## config.mk

```make
export PLATFORM = sky130hd
export DESIGN_NAME = scs_seq
export DESIGN_NICKNAME = d
export VERILOG_FILES = /design/src/rtl/core/scs_pkg.sv /design/src/rtl/core/scs_seq.sv
export SDC_FILE = /design/constraint.sdc
export NUM_CORES = 1
export LEC_CHECK = 0
export ABC_AREA = 1
export BUFFER_PORTS_ARGS = -buffer_cell sky130_fd_sc_hd__buf_4
export CELL_PAD_IN_SITES_DETAIL_PLACEMENT = 0
export CELL_PAD_IN_SITES_GLOBAL_PLACEMENT = 2
export CORE_ASPECT_RATIO = 0.6
export CORE_MARGIN = 3
export CORE_UTILIZATION = 29
export CTS_CLUSTER_DIAMETER = 200
export DETAILED_ROUTE_END_ITERATION = 8
export PLACE_DENSITY_LB_ADDON = 0.1
export SYNTH_ARGS = -nofsm -noshare
export SYNTH_HDL_FRONTEND = slang
export SYNTH_SLANG_ARGS = --single-unit
```

## constraint.sdc

```tcl
create_clock -name clk -period 3.89 [get_ports clk]
set_clock_uncertainty 0.2 [all_clocks]
set_input_delay 0 -clock clk [delete_from_list [all_inputs] [get_ports clk]]
set_output_delay 0 -clock clk [all_outputs]
set_load 0.02 [all_outputs]
```

## src/rtl/core/scs_pkg.sv

```systemverilog
`timescale 1ns / 1ps
// ----------------------------------------------------------------------------
// Servo characterization sequencer package
// Shared widths, register indexes, sample kinds and payload types.
// ----------------------------------------------------------------------------
package scs_pkg;

  localparam int TIME_WIDTH     = 32;
  localparam int POSITION_WIDTH = 10;
  localparam int SPEED_WIDTH    = 9;
  localparam int MAG_WIDTH      = 8;
  localparam int SETTLE_WIDTH   = 24;
  localparam int INTERVAL_WIDTH = 20;
  localparam int COUNT_WIDTH    = 8;
  localparam int KIND_WIDTH     = 2;
  localparam int ADDR_WIDTH     = 3;
  localparam int WDATA_WIDTH    = 24;

  localparam logic [ADDR_WIDTH-1:0] REG_LOW_THRESHOLD  = 3'd0;
  localparam logic [ADDR_WIDTH-1:0] REG_HIGH_THRESHOLD = 3'd1;
  localparam logic [ADDR_WIDTH-1:0] REG_DRIVE_MAG      = 3'd2;
  localparam logic [ADDR_WIDTH-1:0] REG_SETTLE_TIME    = 3'd3;
  localparam logic [ADDR_WIDTH-1:0] REG_SAMPLE_IVL     = 3'd4;
  localparam logic [ADDR_WIDTH-1:0] REG_SAMPLE_TOTAL   = 3'd5;

  localparam logic [KIND_WIDTH-1:0] KIND_LOW_REACHED = 2'd0;
  localparam logic [KIND_WIDTH-1:0] KIND_TOP_REACHED = 2'd1;
  localparam logic [KIND_WIDTH-1:0] KIND_LINEARITY   = 2'd2;

  localparam logic [POSITION_WIDTH-1:0] RST_LOW_THRESHOLD  = 10'd100;
  localparam logic [POSITION_WIDTH-1:0] RST_HIGH_THRESHOLD = 10'd1000;
  localparam logic [MAG_WIDTH-1:0]      RST_DRIVE_MAG      = 8'd255;
  localparam logic [SETTLE_WIDTH-1:0]   RST_SETTLE_TIME    = 24'd500000;
  localparam logic [INTERVAL_WIDTH-1:0] RST_SAMPLE_IVL     = 20'd1000;
  localparam logic [COUNT_WIDTH-1:0]    RST_SAMPLE_TOTAL   = 8'd20;
  localparam logic signed [SPEED_WIDTH-1:0] RST_SPEED      = -9'sd255;

  typedef struct packed {
    logic [TIME_WIDTH-1:0]     time_us;
    logic [POSITION_WIDTH-1:0] position;
  } poll_t;

  typedef struct packed {
    logic signed [SPEED_WIDTH-1:0] motor_speed;
    logic                          motor_enabled;
    logic                          sample_valid;
    logic [KIND_WIDTH-1:0]         sample_kind;
    logic [TIME_WIDTH-1:0]         sample_time;
    logic [POSITION_WIDTH-1:0]     sample_position;
    logic [COUNT_WIDTH-1:0]        sample_number;
    logic                          done_res;
  } result_t;

  typedef struct packed {
    logic [ADDR_WIDTH-1:0]  addr;
    logic [WDATA_WIDTH-1:0] wdata;
  } cfg_wr_t;

  typedef struct packed {
    logic [POSITION_WIDTH-1:0] low_threshold;
    logic [POSITION_WIDTH-1:0] high_threshold;
    logic [MAG_WIDTH-1:0]      drive_magnitude;
    logic [SETTLE_WIDTH-1:0]   settle_time_us;
    logic [INTERVAL_WIDTH-1:0] sample_interval_us;
    logic [COUNT_WIDTH-1:0]    sample_total;
  } cfg_regs_t;

endpackage

```

## src/rtl/core/scs_seq.sv

```systemverilog
`timescale 1ns / 1ps
// ----------------------------------------------------------------------------
// Servo characterization sequencer step
// Holds the test sequence state and computes the result of one poll.
// ----------------------------------------------------------------------------
module scs_seq import scs_pkg::*; (
  input  logic      clk,
  input  logic      rst,
  input  logic      advance,
  input  poll_t     item,
  input  cfg_regs_t regs,
  output result_t   res
);

  typedef enum logic [2:0] {
    SWING_LOW,
    SWING_TOP,
    RETURN_LOW,
    SAMPLING,
    DONE
  } phase_t;

  phase_t                        phase, phase_next;
  logic signed [SPEED_WIDTH-1:0] speed_command, speed_command_next;
  logic                          motor_on, motor_on_next;
  logic [COUNT_WIDTH-1:0]        sample_counter, sample_counter_next;
  logic [TIME_WIDTH-1:0]         next_sample_due, next_sample_due_next;

  logic                          rec;
  logic [KIND_WIDTH-1:0]         kind;
  logic [COUNT_WIDTH-1:0]        number;
  logic signed [SPEED_WIDTH-1:0] drive_fwd;
  logic [COUNT_WIDTH-1:0]        count_inc;

  assign drive_fwd = $signed({1'b0, regs.drive_magnitude});

  always_comb begin
    phase_next           = phase;
    speed_command_next   = speed_command;
    motor_on_next        = motor_on;
    sample_counter_next  = sample_counter;
    next_sample_due_next = next_sample_due;
    rec                  = 1'b0;
    kind                 = KIND_LOW_REACHED;
    number               = '0;
    count_inc            = '0;

    unique case (phase)
      SWING_LOW: begin
        if (item.position < regs.low_threshold) begin
          rec                 = 1'b1;
          kind                = KIND_LOW_REACHED;
          number              = sample_counter;
          sample_counter_next = sample_counter + 1'b1;
          speed_command_next  = drive_fwd;
          phase_next          = SWING_TOP;
        end
      end
      SWING_TOP: begin
        if (item.position >= regs.high_threshold) begin
          rec                 = 1'b1;
          kind                = KIND_TOP_REACHED;
          number              = sample_counter;
          sample_counter_next = '0;
          speed_command_next  = -drive_fwd;
          phase_next          = RETURN_LOW;
        end
      end
      default: ;
    endcase

    if (!rec && phase_next == RETURN_LOW && item.position <= regs.low_threshold) begin
      speed_command_next   = '0;
      next_sample_due_next = item.time_us + TIME_WIDTH'(regs.settle_time_us);
      phase_next           = SAMPLING;
    end

    if (!rec && phase_next == SAMPLING && item.time_us >= next_sample_due_next) begin
      rec                  = 1'b1;
      kind                 = KIND_LINEARITY;
      number               = sample_counter_next;
      count_inc            = sample_counter_next + 1'b1;
      sample_counter_next  = count_inc;
      next_sample_due_next = next_sample_due_next + TIME_WIDTH'(regs.sample_interval_us);
      if (count_inc >= regs.sample_total) begin
        motor_on_next = 1'b0;
        phase_next    = DONE;
      end
    end
  end

  always_comb begin
    res.motor_speed     = speed_command_next;
    res.motor_enabled   = motor_on_next;
    res.sample_valid    = rec;
    res.sample_kind     = rec ? kind : '0;
    res.sample_time     = rec ? item.time_us : '0;
    res.sample_position = rec ? item.position : '0;
    res.sample_number   = rec ? number : '0;
    res.done_res        = (phase_next == DONE);
  end

  always_ff @(posedge clk) begin
    if (rst) begin
      phase           <= SWING_LOW;
      speed_command   <= RST_SPEED;
      motor_on        <= 1'b1;
      sample_counter  <= '0;
      next_sample_due <= '0;
    end else if (advance) begin
      phase           <= phase_next;
      speed_command   <= speed_command_next;
      motor_on        <= motor_on_next;
      sample_counter  <= sample_counter_next;
      next_sample_due <= next_sample_due_next;
    end
  end

endmodule

```

# Word level (Yosys, flattened, before mapping)

Index checks and enable logic that the tools add are counted.

Input port bits: 125
Output and inout bits: 64
Flip-flop bits (word level): 53
Logic and storage cells: 58

Eq/ne operators: 4
Reduce and logical (&&, ||, !) cells: 6
Multiplexer cells: 33
$lt $le $gt $ge: 5
Add/sub/neg operators: 5

Operator list:

| operator                                      | count |
|---|---|
| two-way mux 32 bit                            | 3 |
| two-way mux 8 bit                             | 7 |
| adder 32 x 20 -> 32 bit                       | 1 |
| adder 32 x 24 -> 32 bit                       | 1 |
| >= comparator 32 bit                          | 1 |
| one-hot mux 8 bit (2 select lines)            | 2 |
| two-way mux 9 bit                             | 3 |
| one-hot mux 9 bit (2 select lines)            | 1 |
| adder 8 x 1 -> 8 bit, second input constant   | 2 |
| two-way mux 3 bit                             | 5 |
| >= comparator 10 bit                          | 1 |
| <= comparator 10 bit                          | 1 |
| < comparator 10 bit                           | 1 |
| two-way mux 10 bit                            | 1 |
| negation 8 -> 9 bit                           | 1 |
| >= comparator 8 bit                           | 1 |
| two-way mux 1 bit                             | 7 |
| == test 3 x 2 -> 1 bit, second input constant | 2 |
| one-hot mux 3 bit (2 select lines)            | 1 |
| logical AND 1 bit                             | 4 |
| two-way mux 2 bit                             | 2 |
| == test 3 x 1 -> 1 bit, second input constant | 1 |
| == test 3 bit, second input constant          | 1 |
| logical NOT 3 bit                             | 1 |
| 2 further kinds                               | 2 |

# Longest topological paths before layout

Gate-level depths: netlist of the first run.

Depth in word-level cells: 12
Mapped depth: 37
Gate-level depth less buffers: 32

# Least setup slack after synthesis of the first run

Ideal clock, no wire load.

Kind: input to output
From: in regs[79] (netlist name)
To: out res[8] (netlist name)
Stages on the path: 25
Data arrival time: 3345 ps
Path buffers: 5
Data required time: 3690 ps
Path slack: 345 ps
Cell sequence: inv_1 -> ha_1 -> nand2_1 -> nor2_4 -> nand3_2 -> nand3_4 -> nand2_4 -> nand2_4 -> inv_2 -> buf_6 -> buf_6 -> buf_2 -> nand3_1 -> o21ai_0 -> ha_1 -> a21oi_1 -> nor2_1 -> a211oi_1 -> o221a_2 -> o21a_1 -> nand2_2 -> nand2_2 -> buf_6 -> buf_4 -> o21ai_0

RTL lines:

| what        | RTL line      | RTL |
|---|---|---|
| from (decl) | scs_seq.sv:11 | `input cfg_regs_t regs,` |
| to (decl)   | scs_seq.sv:12 | `output result_t res` |

==> results of run 1 <==
## cell families after synthesis
| family | after synthesis | share of synthesized area [%] |
|---|---|---|
| AOI/OAI and AO/OA | 204 | 12.6 |
| and+or+nand+nor | 930 | 43.0 |
| adders and majority gates | 108 | 14.6 |
| buffers and inverters | 360 | 15.6 |
| DFF | 53 | 11.3 |
| xor gates and xnor gates | 31 | 2.90 |
## metrics by stage
stage	total power [mW]	hold WS, ps	setup slack, ps
6_report	3.36	-11.5	106
5_1_grt	3.61	27.3	-129
4_1_cts	3.11	9.69	-49.6
3_5_place_dp	2.40	146	-401
3_3_place_gp	2.39	145	-458
2_1_floorplan	1.58	-80.6	345
## area by class of cell
cell class	count	area [sq um]	area share, %
sequential	53	1060	7.25
clock inverter	1	30.0	0.205
tap	416	520	3.54
multi-input combinational	1273	8070	55.0
inverter	317	1210	8.24
timing repair buffer	442	3640	24.8
clock buffer	7	143	0.971
## registers in the layout (all words and copies together) (netlist names)
register	count
motor_on	1
next_sample_due	32
phase	3
sample_counter	8
speed_command	9
## report_power, final
group          total, mW  internal [mW]  switching [mW]
clock network      0.560          0.323           0.237
logic               2.21          0.980            1.23
registers          0.596          0.575          0.0216
## repair_timing
item / in CTS / in global routing
cloned: 3 / 3
hold buffers: 7 / 0
gates resized for setup: 41 / 269
setup buffers: 10 / 26
hold endpoints to repair: 7 / 0
pin swaps: 18 / 81
endpoints found under the setup margin: 54 / 90
## layout by cell type, fill, tap and decap left out, types with 20 or more instances in the layout
master,synthesis,routed
a21oi_1,113,103
buf_4,5,391
buf_6,9,33
dfxtp_1,53,52
ha_1,106,67
ha_4,0,39
inv_1,307,297
nand2_1,528,463
nand2_2,13,65
nand3_1,125,108
nand3_2,10,22
nand4_1,20,20
nor2_1,162,115
nor2_2,9,34
nor2_4,7,29
o21ai_0,39,29
## final timing paths
kind | cells past startpoint | start | slack, ps | to
hold reg to reg | 2 | motor_on | 260 | motor_on
hold / removal | 2 | rst | -10 | sample_counter[5]
setup reg to reg | 21 | phase[2] | 200 | next_sample_due[15]
setup / recovery | 26 | item[8] | 110 | res[0]
## per-layer routing
layer | GRT usage (%) | vias up
met5 | 0 | -
met4 | 1.22 | 0
met3 | 2.34 | 10
met2 | 31.6 | 227
met1 | 38.1 | 5380
li1 | - | 6105
==> metrics, run 1 <==
run status=complete, but fails checks; failing checks=negative hold slack; CP Launch Type=input pin; final hold slack=-11.5 ps; syn_nets=1919; Tot GR Track Use=22.7%; unrepaired setup endpoints after global routing=yes; DP Area=12600 sq um; CP max stage delay=270 ps; final cell count without fillers=2509; #FFs+latches synth=53; endpoints failing setup=0; placed insts=2454; TritonCTS Sinks=53; top cell type's share of synthesized area=21.2%; Avg Cell Area, Syn=5.55 sq um; max-slew violations=0; CP max FO=3; met2 routed WL=16300 microns; met3 routed WL=1630 microns; top sig layer=met4; Final #Nets=2325; Worst Hold Class=input pin to register; die width=238 microns; # fillers=3450; Post-Synthesis Cells=1686; Initial Util=29.7%; Antenna Cells=0; post-synthesis sequential area ratio=11.3%; DR pass1 iterations=5; top-count cell post-synth=nand2_1; final cell utilization of the core=46.7%; CTS clk-pin slew, worst paths=80 ps; fin crit period=3780 ps; maxcap violations=0; vias in the first global route=10762; fmax=264 MHz; static leakage=7.85 nW; Critical Path RT=3690 ps; drt total wl=41800 microns; P&R area growth vs syn=56.9%; EDFF count, synth=0; worst rel slew slack=54.8%; Core ar.=31500 sq um; clock latency on the worst-skew pair=310 ps; vias per inst=4.67; vias post-DR=11722; # DRC=0; Top-Level Pins=189; Synth area leader=nand2_1; Setup CP Type=input pin to primary output; PortBufs=188; antenna viol nets, final=0; Critical-path top delay cell=ha_4; Worst Setup End Kind=primary output; Met1 Wirelength=23700 microns; top post-synthesis cells by area=nand2_1, ha_1, inv_1; first-pass GRT wire length=61700 microns; die area=34500 sq um; cell row count=50; Max IR drop VDD=147 uV; initial antenna violation count=0; cell area after synthesis=9360 sq um; GRT overflow=0; top cells by count, synth=nand2_1, inv_1, nor2_1, nand3_1, a21oi_1; TritonCTS Buffers=5; Worst Path Arrival=3580 ps; CTS max path bufs=2; pin count of the biggest net entering global routing=51; H-tree depth=2; Hold Vio Cnt, Final=2; count of cell types in the netlist=48; PwrDens=229 nW/um^2; CTS tree=done; initial drt markers=742; Synth warnings=0; layout cells sized above 1=35.2%; Clock Tree Root=clkbuf_16; Final HPWL DP=33800 microns; Main synth FF type=dfxtp_1; TNS Setup=0 ps; CP delay by family, top=simple AND/OR/NAND/NOR gates; final non-filler cell area=14700 sq um; final period utilization=97.3%; Routed WL per cell=16.7 microns; Buf/Inv on CP=6; Routability Congestion=0.906; Die Y=145 microns; Slew @ Worst Pin=678 ps; async set-or-reset flop fraction in the synthesized netlist=0%
Power figures use the tool's default switching activity.
==> run 2, diff against run 1 <==
- CTS_BUF_LIST: default -> sky130_fd_sc_hd__clkbuf_8
==> metrics, run 2 (synthesis gave the netlist of run 1 again) <==
run status=finished, final reports clean; final cell utilization of the core=46.7% (about the same); layout cells sized above 1=34.2% (-1.1 points); Worst Path Arrival=3630 ps (+50 ps); total power=3.26 mW (-3.0%); FF-to-FF Start=phase[1]; Final #Nets=2343 (+0.77%); Critical Path RT=3690 ps (about the same); Hold Vio Cnt, Final=0 (-2); Comb pwr share=68.1% (+2.5 points); clock network fraction of total power=13.6% (-3.0 points); R2R Path End=next_sample_due[15]; Routability Congestion=0.906 (unchanged); Top-Level Pins=189 (unchanged); die area=34500 sq um (unchanged); Die Y=145 microns (unchanged); Routed WL per cell=16.9 microns (+1.3%); H-tree depth=2 (unchanged); # DRC=0 (unchanged); Switching Fraction=45.5% (+1.4 points); Core ar.=31500 sq um (unchanged); static leakage=7.85 nW (about the same); CP max FO=7 (+4); most frequent cells in the layout=nand2_1, buf_4, inv_1; Tot GR Track Use=22.9% (+0.10 points); first-pass GRT wire length=62000 microns (+0.41%); vias per inst=4.69 (+0.48%); fmax=261 MHz (-1.3%); drt total wl=42700 microns (+2.0%); unrepaired setup endpoints after global routing=yes; Seq pwr share=18.3% (+0.6 points); cell row count=50 (unchanged); pin count of the biggest net entering global routing=51 (unchanged); Setup CP Type=register to primary output; Reg with most FFs=next_sample_due; Max IR drop VDD=123 uV (-16%); final hold slack=16.3 ps (+27.8 ps); CTS clk-pin slew, worst paths=120 ps (+40 ps); Reg2Reg Setup Slack=160 ps (-40 ps); TNS Setup=0 ps (unchanged); CTS tree=done; DR pass1 iterations=8 (+3); antenna viol nets, final=0 (unchanged); P&R area growth vs syn=56.9% (about the same); fin crit period=3830 ps (+48.0 ps); GRT overflow=0 (unchanged); maxcap violations=0 (unchanged); clock latency on the worst-skew pair=340 ps (+30 ps); Worst Hold Class=input pin to register; PwrDens=222 nW/um^2 (-3.1%); vias in the first global route=10834 (+0.67%); worst rel slew slack=53.1% (-1.7 points); endpoints failing setup=0 (unchanged); Int Pwr=1.78 mW (-5.5%); PortBufs=188 (unchanged); CP Launch Type=register; CTS max path bufs=2 (unchanged); Reg2Reg Depth=23 (+9.5%); die width=238 microns (unchanged); P_sw=1.49 mW (about the same); Slew @ Worst Pin=704 ps (+25.3 ps); max-slew violations=0 (unchanged); max reg flops=32 (unchanged); initial antenna violation count=0 (unchanged); Worst Hold Path EP=next_sample_due[1]; initial drt markers=794 (+7.0%); Initial Util=29.7% (unchanged); most common cell after layout, fill and taps aside=nand2_1; TritonCTS Sinks=53 (unchanged); hold path depth=6 (+4); vias post-DR=11863 (+1.2%); final period utilization=98.5% (+1.2 points); biggest regs=next_sample_due x32, speed_command x9, sample_counter x8; Worst Setup End Kind=primary output; DP Area=12600 sq um (unchanged); TritonCTS Buffers=5 (unchanged); Clock Tree Root=clkbuf_8; final non-filler cell area=14700 sq um (about the same); Antenna Cells=0 (unchanged); Final HPWL DP=33800 microns (unchanged); hold path start=regs[9]
-- run 2: cell types whose count changed in the layout (fill, tap and decap cells not counted), moves of 5 or more --
cell,before,now
buf_4,391,400
nor2_1,115,121
o21ai_0,29,24
clkbuf_8,1,6
nor2_2,34,28
buf_6,33,23
nand2_1,463,469
dlygate4sd3_1,7,20
o21ai_1,9,14
nand2_2,65,58
-- run 2: power groups by stage --
stage	logic, mW	clock network (mW)	registers, mW
after floorplan	0.979	0	0.603
after global placement	1.78	0	0.607
after detailed placement	1.79	0	0.608
after CTS	1.96	0.455	0.596
after global routing	2.42	0.473	0.600
final	2.22	0.443	0.596
-- run 2: what timing repair did --
item / in CTS / in global routing
hold endpoints to repair: 30 / 0
endpoints found under the setup margin: 54 / 82
pin swaps: 13 / 69
gates cloned: 3 / 6
buffers inserted: 11 / 28
hold buffers: 20 / 0
gates resized for setup: 41 / 244
-- run 2: final cells by class --
cell class / count / area [sq um]
tap: 416 / 520
multi-input combinational: 1273 / 7930
timing repair buffer: 459 / 3830
clock inverter: 2 / 33.8
timing repair inverter: 1 / 8.76
inverter: 317 / 1210
sequential: 53 / 1070
clock buffer: 6 / 82.6
fill: 3427 / 16800
-- run 2: per-layer routing --
layer / share of wire [%] / GRT usage [%] / vias to the layer above
met2: 39 / 31.8 / 248
met1: 57 / 38.2 / 5458
met4: 0.30 / 1.46 / 0
met3: 4.4 / 2.15 / 8
li1: - / - / 6149
met5: 0 / 0 / -
-- run 2: per-stage QoR --
step | cells | worst slack [ps]
3_3_place_gp | 2454 | -458
4_1_cts | 2496 | -20.9
2_1_floorplan | 1686 | 345
6_report | 2527 | 58.4
5_1_grt | 2527 | -159
3_5_place_dp | 2454 | -401
-- run 2: worst max-delay path by stage --
stage                         from  endpoint  cells past startpoint
after floorplan           regs[79]    res[8]                     25
after global placement     item[5]  phase[2]                     27
after global routing      phase[1]   res[54]                     24
after CTS                  item[9]   res[54]                     27
after detailed placement   item[5]  phase[2]                     27
final                     phase[1]   res[28]                     24
-- run 2: worst max-delay path, cell delays in order (launching register included) --
cell and delay, ps:
dfxtp_4 390, inv_2 40, nor3_2 170, buf_4 180, nand2_8 100, clkinv_8 70, buf_4 120, clkbuf_16 150
nor2_1 40, nor2_1 130, inv_1 80, ha_1 270, nand4_1 160, nor3_2 240, nand2_2 100, nand2_4 80
nand2_2 60, nand2_2 110, nand2_4 100, nand2_4 110, inv_8 80, buf_4 140, buf_4 130, nor2_1 80
buf_4 140
